$ cat src/rtl/dxtd_pkg.sv
// ----------------------------------------------------------------------------
// dxtd_pkg
// Shared types, register codes and fixed-point helpers for the DXT decoder.
// ----------------------------------------------------------------------------
package dxtd_pkg;

    localparam int unsigned MAX_SIDE = 4096;
    localparam int unsigned SIDE_W   = 13;

    typedef enum logic [1:0] {
        FMT_DXT1 = 2'd0,
        FMT_DXT3 = 2'd1,
        FMT_DXT5 = 2'd2
    } t_fmt;

    typedef enum logic [1:0] {
        REG_FORMAT = 2'd0,
        REG_WIDTH  = 2'd1,
        REG_HEIGHT = 2'd2
    } t_reg_idx;

    typedef struct packed {
        logic [63:0] alpha_word;
        logic [63:0] color_word;
        logic [9:0]  block_col;
        logic [9:0]  block_row;
    } t_in_beat;

    typedef struct packed {
        logic [11:0] texel_x;
        logic [11:0] texel_y;
        logic [7:0]  red;
        logic [7:0]  green;
        logic [7:0]  blue;
        logic [7:0]  alpha;
        logic        last_of_block;
    } t_out_beat;

    // v * 255 / 31, folded into one constant multiply and a shift
    function automatic logic [7:0] widen5(input logic [4:0] v);
        logic [26:0] p;
        begin
            p = 27'(v) * 27'd2156535;
            return p[25:18];
        end
    endfunction

    // v * 255 / 63
    function automatic logic [7:0] widen6(input logic [5:0] v);
        logic [28:0] p;
        begin
            p = 29'(v) * 29'd4244475;
            return p[27:20];
        end
    endfunction

    // n / 3 for n up to 765
    function automatic logic [7:0] div3(input logic [9:0] n);
        logic [20:0] p;
        begin
            p = 21'(n) * 21'd1366;
            return p[19:12];
        end
    endfunction

    // n / 7 for n up to 1785
    function automatic logic [7:0] div7(input logic [10:0] n);
        logic [22:0] p;
        begin
            p = 23'(n) * 23'd2341;
            return p[21:14];
        end
    endfunction

    // n / 5 for n up to 1275
    function automatic logic [7:0] div5(input logic [10:0] n);
        logic [21:0] p;
        begin
            p = 22'(n) * 22'd1639;
            return p[20:13];
        end
    endfunction

endpackage

$ cat src/rtl/dxt_block_texture_decoder_unit.sv
// ----------------------------------------------------------------------------
// dxt_block_texture_decoder_unit
// Decodes one DXT1/DXT3/DXT5 4x4 block per input beat into RGBA8 texel beats.
// An accepted block passes the stage-1, stage-2 and serializer registers
// before its first texel reaches the output. The serializer emits one
// texel per cycle unless the output stalls, and only texels inside the image
// (16 for an interior block); a block wholly outside it is dropped at stage 2.
// Reset: empties every stage and loads format DXT1 and a 4096 x 4096 image.
// ----------------------------------------------------------------------------
module dxt_block_texture_decoder_unit
    import dxtd_pkg::*;
(
    input  logic        i_clk,
    input  logic        i_rst_n,
    // block input
    input  logic        i_in_valid,
    output logic        o_in_ready,
    input  t_in_beat    i_in_data,
    // texel output
    output logic        o_out_valid,
    input  logic        i_out_ready,
    output t_out_beat   o_out_data,
    // configuration
    input  logic        psel,
    input  logic        penable,
    input  logic        pwrite,
    input  logic [3:0]  paddr,
    input  logic [31:0] pwdata,
    output logic [31:0] prdata,
    output logic        pready
);

    // Block state after endpoint expansion and clip setup.
    typedef struct packed {
        logic [2:0][7:0] e0;
        logic [2:0][7:0] e1;
        logic            four;
        logic            a_gt;
        logic [31:0]     cidx;
        logic [63:0]     aword;
        logic [11:0]     x0;
        logic [11:0]     y0;
        logic [1:0]      last_col;
        logic [1:0]      last_row;
        logic            any;
    } t_mid;

    // Block state held by the texel serializer: full palettes.
    typedef struct packed {
        logic [3:0][2:0][7:0] pal;
        logic                 four;
        logic [7:0][7:0]      apal;
        logic [31:0]          cidx;
        logic [63:0]          aword;
        logic [11:0]          x0;
        logic [11:0]          y0;
        logic [1:0]           last_col;
        logic [1:0]           last_row;
    } t_ser;

    localparam logic [SIDE_W-1:0] SIDE_MAX = SIDE_W'(MAX_SIDE);

    // ------------------------------------------------------------------
    // Configuration registers
    // ------------------------------------------------------------------
    logic [1:0]        r_format_mode;
    logic [SIDE_W-1:0] r_image_width;
    logic [SIDE_W-1:0] r_image_height;
    logic              cfg_wr;

    assign pready = 1'b1;
    assign cfg_wr = psel & penable & pwrite;

    always_ff @(posedge i_clk) begin
        if (!i_rst_n) begin
            r_format_mode  <= FMT_DXT1;
            r_image_width  <= SIDE_MAX;
            r_image_height <= SIDE_MAX;
        end else if (cfg_wr) begin
            case (t_reg_idx'(paddr[3:2]))
                REG_FORMAT: r_format_mode  <= pwdata[1:0];
                REG_WIDTH:  r_image_width  <= pwdata[SIDE_W-1:0];
                REG_HEIGHT: r_image_height <= pwdata[SIDE_W-1:0];
                default:    ;
            endcase
        end
    end

    always_comb begin
        case (t_reg_idx'(paddr[3:2]))
            REG_FORMAT: prdata = {30'd0, r_format_mode};
            REG_WIDTH:  prdata = {(32 - SIDE_W)'(0), r_image_width};
            REG_HEIGHT: prdata = {(32 - SIDE_W)'(0), r_image_height};
            default:    prdata = 32'd0;
        endcase
    end

    logic mode_dxt3, mode_dxt5;
    assign mode_dxt3 = (r_format_mode == FMT_DXT3);
    assign mode_dxt5 = (r_format_mode == FMT_DXT5);

    // ------------------------------------------------------------------
    // Pipeline control. Each stage advances when the one below it can
    // take its contents; the serializer frees after its last texel beat.
    // ------------------------------------------------------------------
    logic r_s1_valid, r_s2_valid, r_ser_valid, r_out_valid;
    t_in_beat  r_s1;
    t_mid      r_s2, n_s2;
    t_ser      r_ser, n_ser;
    t_out_beat r_out, n_out;
    logic [1:0] r_col, r_row;

    logic out_adv, ser_emit, ser_done, ser_free, ser_load;
    logic s2_go, s1_go, in_acc, tex_last;

    assign out_adv  = !r_out_valid || i_out_ready;
    assign ser_emit = r_ser_valid && out_adv;
    assign ser_done = ser_emit && tex_last;
    assign ser_free = !r_ser_valid || ser_done;
    // a block with no texel inside the image is dropped here
    assign s2_go    = !r_s2_valid || !r_s2.any || ser_free;
    assign ser_load = r_s2_valid && r_s2.any && ser_free;
    assign s1_go    = !r_s1_valid || s2_go;
    assign in_acc   = i_in_valid && s1_go;

    assign o_in_ready  = s1_go;
    assign o_out_valid = r_out_valid;
    assign o_out_data  = r_out;

    // ------------------------------------------------------------------
    // Stage 1 -> 2: expand RGB565 endpoints, pick the palette mode and
    // work out how many columns and rows of the block are visible.
    // ------------------------------------------------------------------
    logic [15:0]       c0, c1;
    logic [7:0]        a0_s1, a1_s1;
    logic [SIDE_W-1:0] w_eff, h_eff, bx4, by4, col_room, row_room;

    always_comb begin
        c0    = r_s1.color_word[15:0];
        c1    = r_s1.color_word[31:16];
        a0_s1 = r_s1.alpha_word[7:0];
        a1_s1 = r_s1.alpha_word[15:8];
        w_eff = (r_image_width  > SIDE_MAX) ? SIDE_MAX : r_image_width;
        h_eff = (r_image_height > SIDE_MAX) ? SIDE_MAX : r_image_height;
        bx4   = {1'b0, r_s1.block_col, 2'b00};
        by4   = {1'b0, r_s1.block_row, 2'b00};
        col_room = w_eff - bx4;
        row_room = h_eff - by4;

        n_s2.e0[0]  = widen5(c0[15:11]);
        n_s2.e0[1]  = widen6(c0[10:5]);
        n_s2.e0[2]  = widen5(c0[4:0]);
        n_s2.e1[0]  = widen5(c1[15:11]);
        n_s2.e1[1]  = widen6(c1[10:5]);
        n_s2.e1[2]  = widen5(c1[4:0]);
        n_s2.four   = mode_dxt3 || mode_dxt5 || (c0 > c1);
        n_s2.a_gt   = a0_s1 > a1_s1;
        n_s2.cidx   = r_s1.color_word[63:32];
        n_s2.aword  = r_s1.alpha_word;
        n_s2.x0     = bx4[11:0];
        n_s2.y0     = by4[11:0];
        n_s2.last_col = (col_room > SIDE_W'(3)) ? 2'd3 : (col_room[1:0] - 2'd1);
        n_s2.last_row = (row_room > SIDE_W'(3)) ? 2'd3 : (row_room[1:0] - 2'd1);
        n_s2.any    = (w_eff > bx4) && (h_eff > by4);
    end

    // ------------------------------------------------------------------
    // Stage 2 -> serializer: interpolate colour and alpha palettes.
    // ------------------------------------------------------------------
    logic [7:0]  a0_s2, a1_s2;
    logic [10:0] sum7 [1:6];
    logic [10:0] sum5 [1:4];
    logic [9:0]  mix2, mix3;
    logic [8:0]  half;

    always_comb begin
        a0_s2 = r_s2.aword[7:0];
        a1_s2 = r_s2.aword[15:8];
        mix2  = '0;
        mix3  = '0;
        half  = '0;
        n_ser.pal[0] = r_s2.e0;
        n_ser.pal[1] = r_s2.e1;
        for (int ch = 0; ch < 3; ch++) begin
            mix2 = {1'b0, r_s2.e0[ch], 1'b0} + 10'(r_s2.e1[ch]);
            mix3 = 10'(r_s2.e0[ch]) + {1'b0, r_s2.e1[ch], 1'b0};
            half = 9'(r_s2.e0[ch]) + 9'(r_s2.e1[ch]);
            if (r_s2.four) begin
                n_ser.pal[2][ch] = div3(mix2);
                n_ser.pal[3][ch] = div3(mix3);
            end else begin
                n_ser.pal[2][ch] = half[8:1];
                n_ser.pal[3][ch] = 8'd0;
            end
        end

        for (int k = 1; k <= 6; k++) begin
            sum7[k] = 11'(7 - k) * 11'(a0_s2) + 11'(k) * 11'(a1_s2);
        end
        for (int k = 1; k <= 4; k++) begin
            sum5[k] = 11'(5 - k) * 11'(a0_s2) + 11'(k) * 11'(a1_s2);
        end
        n_ser.apal[0] = a0_s2;
        n_ser.apal[1] = a1_s2;
        if (r_s2.a_gt) begin
            for (int k = 1; k <= 6; k++) begin
                n_ser.apal[k + 1] = div7(sum7[k]);
            end
        end else begin
            for (int k = 1; k <= 4; k++) begin
                n_ser.apal[k + 1] = div5(sum5[k]);
            end
            n_ser.apal[6] = 8'd0;
            n_ser.apal[7] = 8'd255;
        end

        n_ser.four     = r_s2.four;
        n_ser.cidx     = r_s2.cidx;
        n_ser.aword    = r_s2.aword;
        n_ser.x0       = r_s2.x0;
        n_ser.y0       = r_s2.y0;
        n_ser.last_col = r_s2.last_col;
        n_ser.last_row = r_s2.last_row;
    end

    // ------------------------------------------------------------------
    // Serializer -> output: pick one texel per cycle unless the output stalls,
    // walking only the visible columns and rows so clipped texels are skipped.
    // ------------------------------------------------------------------
    logic [3:0] tix;
    logic [1:0] ci;
    logic [3:0] a4;
    logic [5:0] aoff;
    logic [2:0] aidx;

    always_comb begin
        tix  = {r_row, r_col};
        ci   = r_ser.cidx[{tix, 1'b0} +: 2];
        a4   = r_ser.aword[{tix, 2'b00} +: 4];
        aoff = 6'd16 + 6'(tix) * 6'd3;
        aidx = r_ser.aword[aoff +: 3];
        tex_last = (r_col == r_ser.last_col) && (r_row == r_ser.last_row);

        n_out.texel_x = r_ser.x0 + 12'(r_col);
        n_out.texel_y = r_ser.y0 + 12'(r_row);
        n_out.red     = r_ser.pal[ci][0];
        n_out.green   = r_ser.pal[ci][1];
        n_out.blue    = r_ser.pal[ci][2];
        n_out.last_of_block = tex_last;
        if (mode_dxt3) begin
            n_out.alpha = {a4, a4};    // a4 * 17 == a4 * 255 / 15
        end else if (mode_dxt5) begin
            n_out.alpha = r_ser.apal[aidx];
        end else begin
            n_out.alpha = (!r_ser.four && ci == 2'd3) ? 8'd0 : 8'd255;
        end
    end

    // ------------------------------------------------------------------
    // Valid bits and serializer position
    // ------------------------------------------------------------------
    always_ff @(posedge i_clk) begin
        if (!i_rst_n) begin
            r_s1_valid  <= 1'b0;
            r_s2_valid  <= 1'b0;
            r_ser_valid <= 1'b0;
            r_out_valid <= 1'b0;
            r_col       <= 2'd0;
            r_row       <= 2'd0;
        end else begin
            if (s1_go) begin
                r_s1_valid <= i_in_valid;
            end
            if (s2_go) begin
                r_s2_valid <= r_s1_valid;
            end
            if (ser_load) begin
                r_ser_valid <= 1'b1;
            end else if (ser_done) begin
                r_ser_valid <= 1'b0;
            end
            if (out_adv) begin
                r_out_valid <= r_ser_valid;
            end
            // advance across the visible window, wrap at the row end
            if (ser_load) begin
                r_col <= 2'd0;
                r_row <= 2'd0;
            end else if (ser_emit) begin
                if (r_col == r_ser.last_col) begin
                    r_col <= 2'd0;
                    r_row <= r_row + 2'd1;
                end else begin
                    r_col <= r_col + 2'd1;
                end
            end
        end
    end

    // Payload registers: load only when the stage takes a new beat.
    always_ff @(posedge i_clk) begin
        if (in_acc) begin
            r_s1 <= i_in_data;
        end
        if (s2_go && r_s1_valid) begin
            r_s2 <= n_s2;
        end
        if (ser_load) begin
            r_ser <= n_ser;
        end
        if (ser_emit) begin
            r_out <= n_out;
        end
    end

endmodule

$ cat config.mk
export PLATFORM = sky130hd
export DESIGN_NAME = dxt_block_texture_decoder_unit
export DESIGN_NICKNAME = d
export VERILOG_FILES = /design/src/rtl/dxtd_pkg.sv /design/src/rtl/dxt_block_texture_decoder_unit.sv
export SDC_FILE = /design/constraint.sdc
export NUM_CORES = 2
export LEC_CHECK = 0
export ABC_AREA = 0
export BUFFER_PORTS_ARGS = -buffer_cell sky130_fd_sc_hd__buf_4
export CAP_MARGIN = 20
export CORE_ASPECT_RATIO = 1.5
export CORE_MARGIN = 10
export CORE_UTILIZATION = 65
export CTS_BUF_LIST = sky130_fd_sc_hd__clkbuf_4 sky130_fd_sc_hd__clkbuf_8
export CTS_CLUSTER_DIAMETER = 50
export DETAILED_ROUTE_END_ITERATION = 10
export MAX_ROUTING_LAYER = met4
export PLACE_DENSITY = 0.8
export SLEW_MARGIN = 30
export SYNTH_ARGS = -nofsm -noshare
export SYNTH_HDL_FRONTEND = slang
export SYNTH_SLANG_ARGS = --single-unit
$ cat constraint.sdc
create_clock -name i_clk -period 18.8 [get_ports i_clk]
set_clock_uncertainty 0.1 [all_clocks]
set_input_delay 0.94 -clock i_clk [delete_from_list [all_inputs] [get_ports i_clk]]
set_output_delay 0.94 -clock i_clk [all_outputs]
set_load 0.02 [all_outputs]
==> Flow_metrics.wiki <==
{| class="wikitable"
! Metric !! Value
|-
| Number of cells upsized or downsized after cts || 0
|-
| Worst max-slew margin expressed relative to the limit || 31.89%
|-
| Worst min path class || in2reg
|-
| Number of detailed-route iterations in the first pass || 7
|-
| Final Worst Setup Slack || 9.660 ns
|-
| Height of the die || 410.8 um
|-
| Post-route cell area || 71870 um2
|-
| Synth-to-layout area growth || 8.604%
|-
| Wl on met1 || 53660 um
|-
| Deepest clock path buffer count || 3
|-
| Largest net degree at the start of global routing || 77
|-
| Kind of critical path || reg2reg
|-
| Final critical path time including I/O delays and setup || 9.140 ns
|-
| # DRC || 0
|-
| I/O pins || 283
|-
| Placeable core region || 101300 um2
|-
| PwrDens || 141.7 nW/um2
|-
| Proportion of netlist area held by the largest area contributor || 29.09%
|-
| Synthesized instance count || 5597
|-
| Slowest stage delay, CP || 0.78 ns
|-
| Final period utilization || 48.62%
|-
| Yosys cell types || 81
|-
| Setup Buffers After CTS || 0
|-
| TritonCTS buffer count || 103
|-
| Count of filler cells inserted in the layout || 7090
|-
| Most frequent cells after synthesis || sky130_fd_sc_hd__ha_1, sky130_fd_sc_hd__inv_1, sky130_fd_sc_hd__edfxtp_1
|-
| Placed standard-cell area || 69580 um2
|-
| DP Worst Slack || 9.711 ns
|-
| Final Max Slew Viols || 0
|-
| Number of hold-slack violations in the final timing report || 0
|-
| Area occupied by multi-input gates || 42490 um2
|-
| Depth of the CTS H-tree || 3
|-
| Top routing layer in use || met4
|-
| Vias || 43469
|-
| Antenna violation net count after detailed routing || 0
|-
| Total chip power || 10.18 mW
|-
| FFs w/ async S/R, synth || 0%
|-
| Overall overflow remaining after global route || 0
|-
| Average wire length per cell after detail routing || 20.56 um
|-
| Sink count of the clock tree || 677
|-
| Cell type contributing the most total cell area after synthesis || sky130_fd_sc_hd__edfxtp_1
|-
| Clock edge transition at the registers on the reported setup and hold paths || 0.07 ns
|-
| Flip-flop and latch area || 19970 um2
|-
| Net total in the final layout || 8028
|-
| Endpoint type of the worst setup path || flop
|-
| Clock tree from TritonCTS || built
|-
| Number of I/O port buffers || 241
|-
| Area of the die || 115200 um2
|-
| Fmax achieved || 0.1094 GHz
|-
| Flip-flop and latch count after synthesis || 677
|-
| Cell repeated most along the worst path || sky130_fd_sc_hd__ha_1
|-
| Sort of element at the start of the critical path || flop
|-
| Initial core utilization || 65.35%
|-
| First-pass GRT wire length || 241700 um
|-
| Top area cells in the synthesized netlist || sky130_fd_sc_hd__edfxtp_1, sky130_fd_sc_hd__ha_1, sky130_fd_sc_hd__fa_1
|-
| Status || finished, final reports clean
|-
| Rows || 143
|-
| Unrepaired setup endpoints after global routing || false
|-
| Setup total negative slack || 0 ns
|-
| Netlist area before placement || 66180 um2
|-
| Total Wirelength || 150500 um
|-
| Most frequent cell after synthesis || sky130_fd_sc_hd__ha_1
|-
| Maximum Capacitance Violations || 0
|-
| Met2 routed WL || 81010 um
|-
| Sequential cell area fraction in the yosys report || 30.17%
|-
| CP Max Fanout || 24
|-
| Hold_ws || 0.1822 ns
|-
| Via count of the first global-routing pass || 47456
|-
| Synth Area per Inst || 11.82 um2
|-
| Main flop type after synthesis || sky130_fd_sc_hd__edfxtp_1
|-
| Leakage power || 33.89 nW
|-
| Critical Path AT || 9.58 ns
|-
| Detailed placer's ending HPWL || 121700 um
|-
| Root buffer cell || sky130_fd_sc_hd__clkbuf_8
|-
| Initial antenna violation count || 5
|-
| Setup violations, final || 0
|-
| Required time reported for the critical path endpoint || 19.24 ns
|-
| Number of buffers inserted for hold repair after clock tree synthesis || 0
|-
| Number of vias per cell after detailed routing || 5.938
|-
| Iter 0 DRT Violations || 2327
|-
| Overall routing resource usage || 27.46%
|-
| Met3 layer wire length in the routed design || 6967 um
|-
| Maximum VDD drop || 0.1267 mV
|-
| Die boundary width || 280.5 um
|-
| GPL Wtd Cong || 0.9760
|-
| Slowest stage cell, crit path || sky130_fd_sc_hd__nor3_1
|-
| Latest clock arrival within the worst-skew pair || 0.83 ns
|-
| Worst-Margin Slew || 1.012 ns
|-
| Number of enable-type register cells in the synthesized netlist || 641
|-
| Share of final-layout standard cells stronger than drive strength 1 || 9.948%
|-
| Number of warnings reported in the yosys synthesis log || 0
|}
## layer usage
| layer | vias up | global-route usage (%) |
|---|---|---|
| li1 | 20445 | - |
| met1 | 21349 | 28.18 |
| met2 | 1250 | 50.15 |
| met3 | 425 | 3.450 |
| met4 | 0 | 15.00 |
| met5 | - | - |
## critical path: cells and delay by family, from the launching register on
| family | cells | cell delay [ns] |
|---|---|---|
| AND/OR/NAND/NOR | 4 | 1.58 |
| XOR/XNOR | 2 | 0.48 |
| flip-flops | 1 | 0.35 |
| buffers and inverters | 3 | 0.37 |
| AO/OA/AOI/OAI | 10 | 2.39 |
| adder cells (fa/ha/maj) | 9 | 3.51 |
## cell families after synthesis
family	after synthesis	share of synthesized area (%)
adder cells (fa/ha/maj)	1916	41.87
buffers and inverters	977	5.783
XOR/XNOR	325	4.301
AND/OR/NAND/NOR	729	5.383
other	2	0.01135
flip-flops	677	30.17
multiplexers	164	4.471
AO/OA/AOI/OAI	807	8.001
## final timing paths
check,endpoint,slack (ns),depth (start not counted),from
worst max-delay path,r_ser[162],9.66,28,a1_s2[0]
worst min-delay path,by4[11],0.18,1,i_in_data[9]
worst max register to register,r_ser[162],9.66,28,a1_s2[0]
worst min register to register,r_ser[45],0.31,0,n_ser[45]
## cell usage in the layout (no fill, tap or decap), drive strengths merged, types with 55 or more instances in the layout
cell    synthesis  layout
ha           1418    1418
inv           893     902
edfxtp        641     641
fa            498     498
buf            46     284
xnor2         229     229
a21oi         227     227
nand2         192     192
nor2          164     164
o21ai         144     144
clkbuf         37     134
mux4          104     104
xor2           96      96
a21o           85      85
nand3          64      64
nor2b          64      64
nor3           62      62
mux2i          57      57
o21bai         55      55
## stage by stage
| stage | utilization [%] | instances |
|---|---|---|
| CTS | 70.92 | 7315 |
| detailed placement | 68.71 | 7120 |
| floorplan | - | 5615 |
| finish | 70.97 | 7321 |
| global route | 70.97 | 7321 |
| global placement | 68.71 | 7120 |
## final cells by class
class / count / share of cell area [%]
Inverter: 894 / 4.671
Tap cell: 1305 / 2.272
Clock inverter: 61 / 0.8130
Timing Repair Buffer: 284 / 3.010
Sequential cell: 677 / 27.79
Clock buffer: 134 / 2.305
Multi-Input combinational cell: 3961 / 59.12
Antenna cell: 5 / 0.01741
## report_power, final
part	leakage (nW)	internal [mW]	switching (mW)
logic	26.5	3.06	3.86
registers	6.28	1.87	0.0711
clock network	1.16	0.692	0.620
## registers in the layout (all words and copies together) (netlist names), 10 cells and up
| signal | count |
|---|---|
| by4 | 10 |
| n_ser | 153 |
| c1 | 16 |
| n_s2 | 80 |
| r_image_height | 13 |
| r_ser | 265 |
| c0 | 16 |
| o_out_data | 57 |
| r_image_width | 13 |
| bx4 | 10 |
Power figures use the tool's default switching activity.
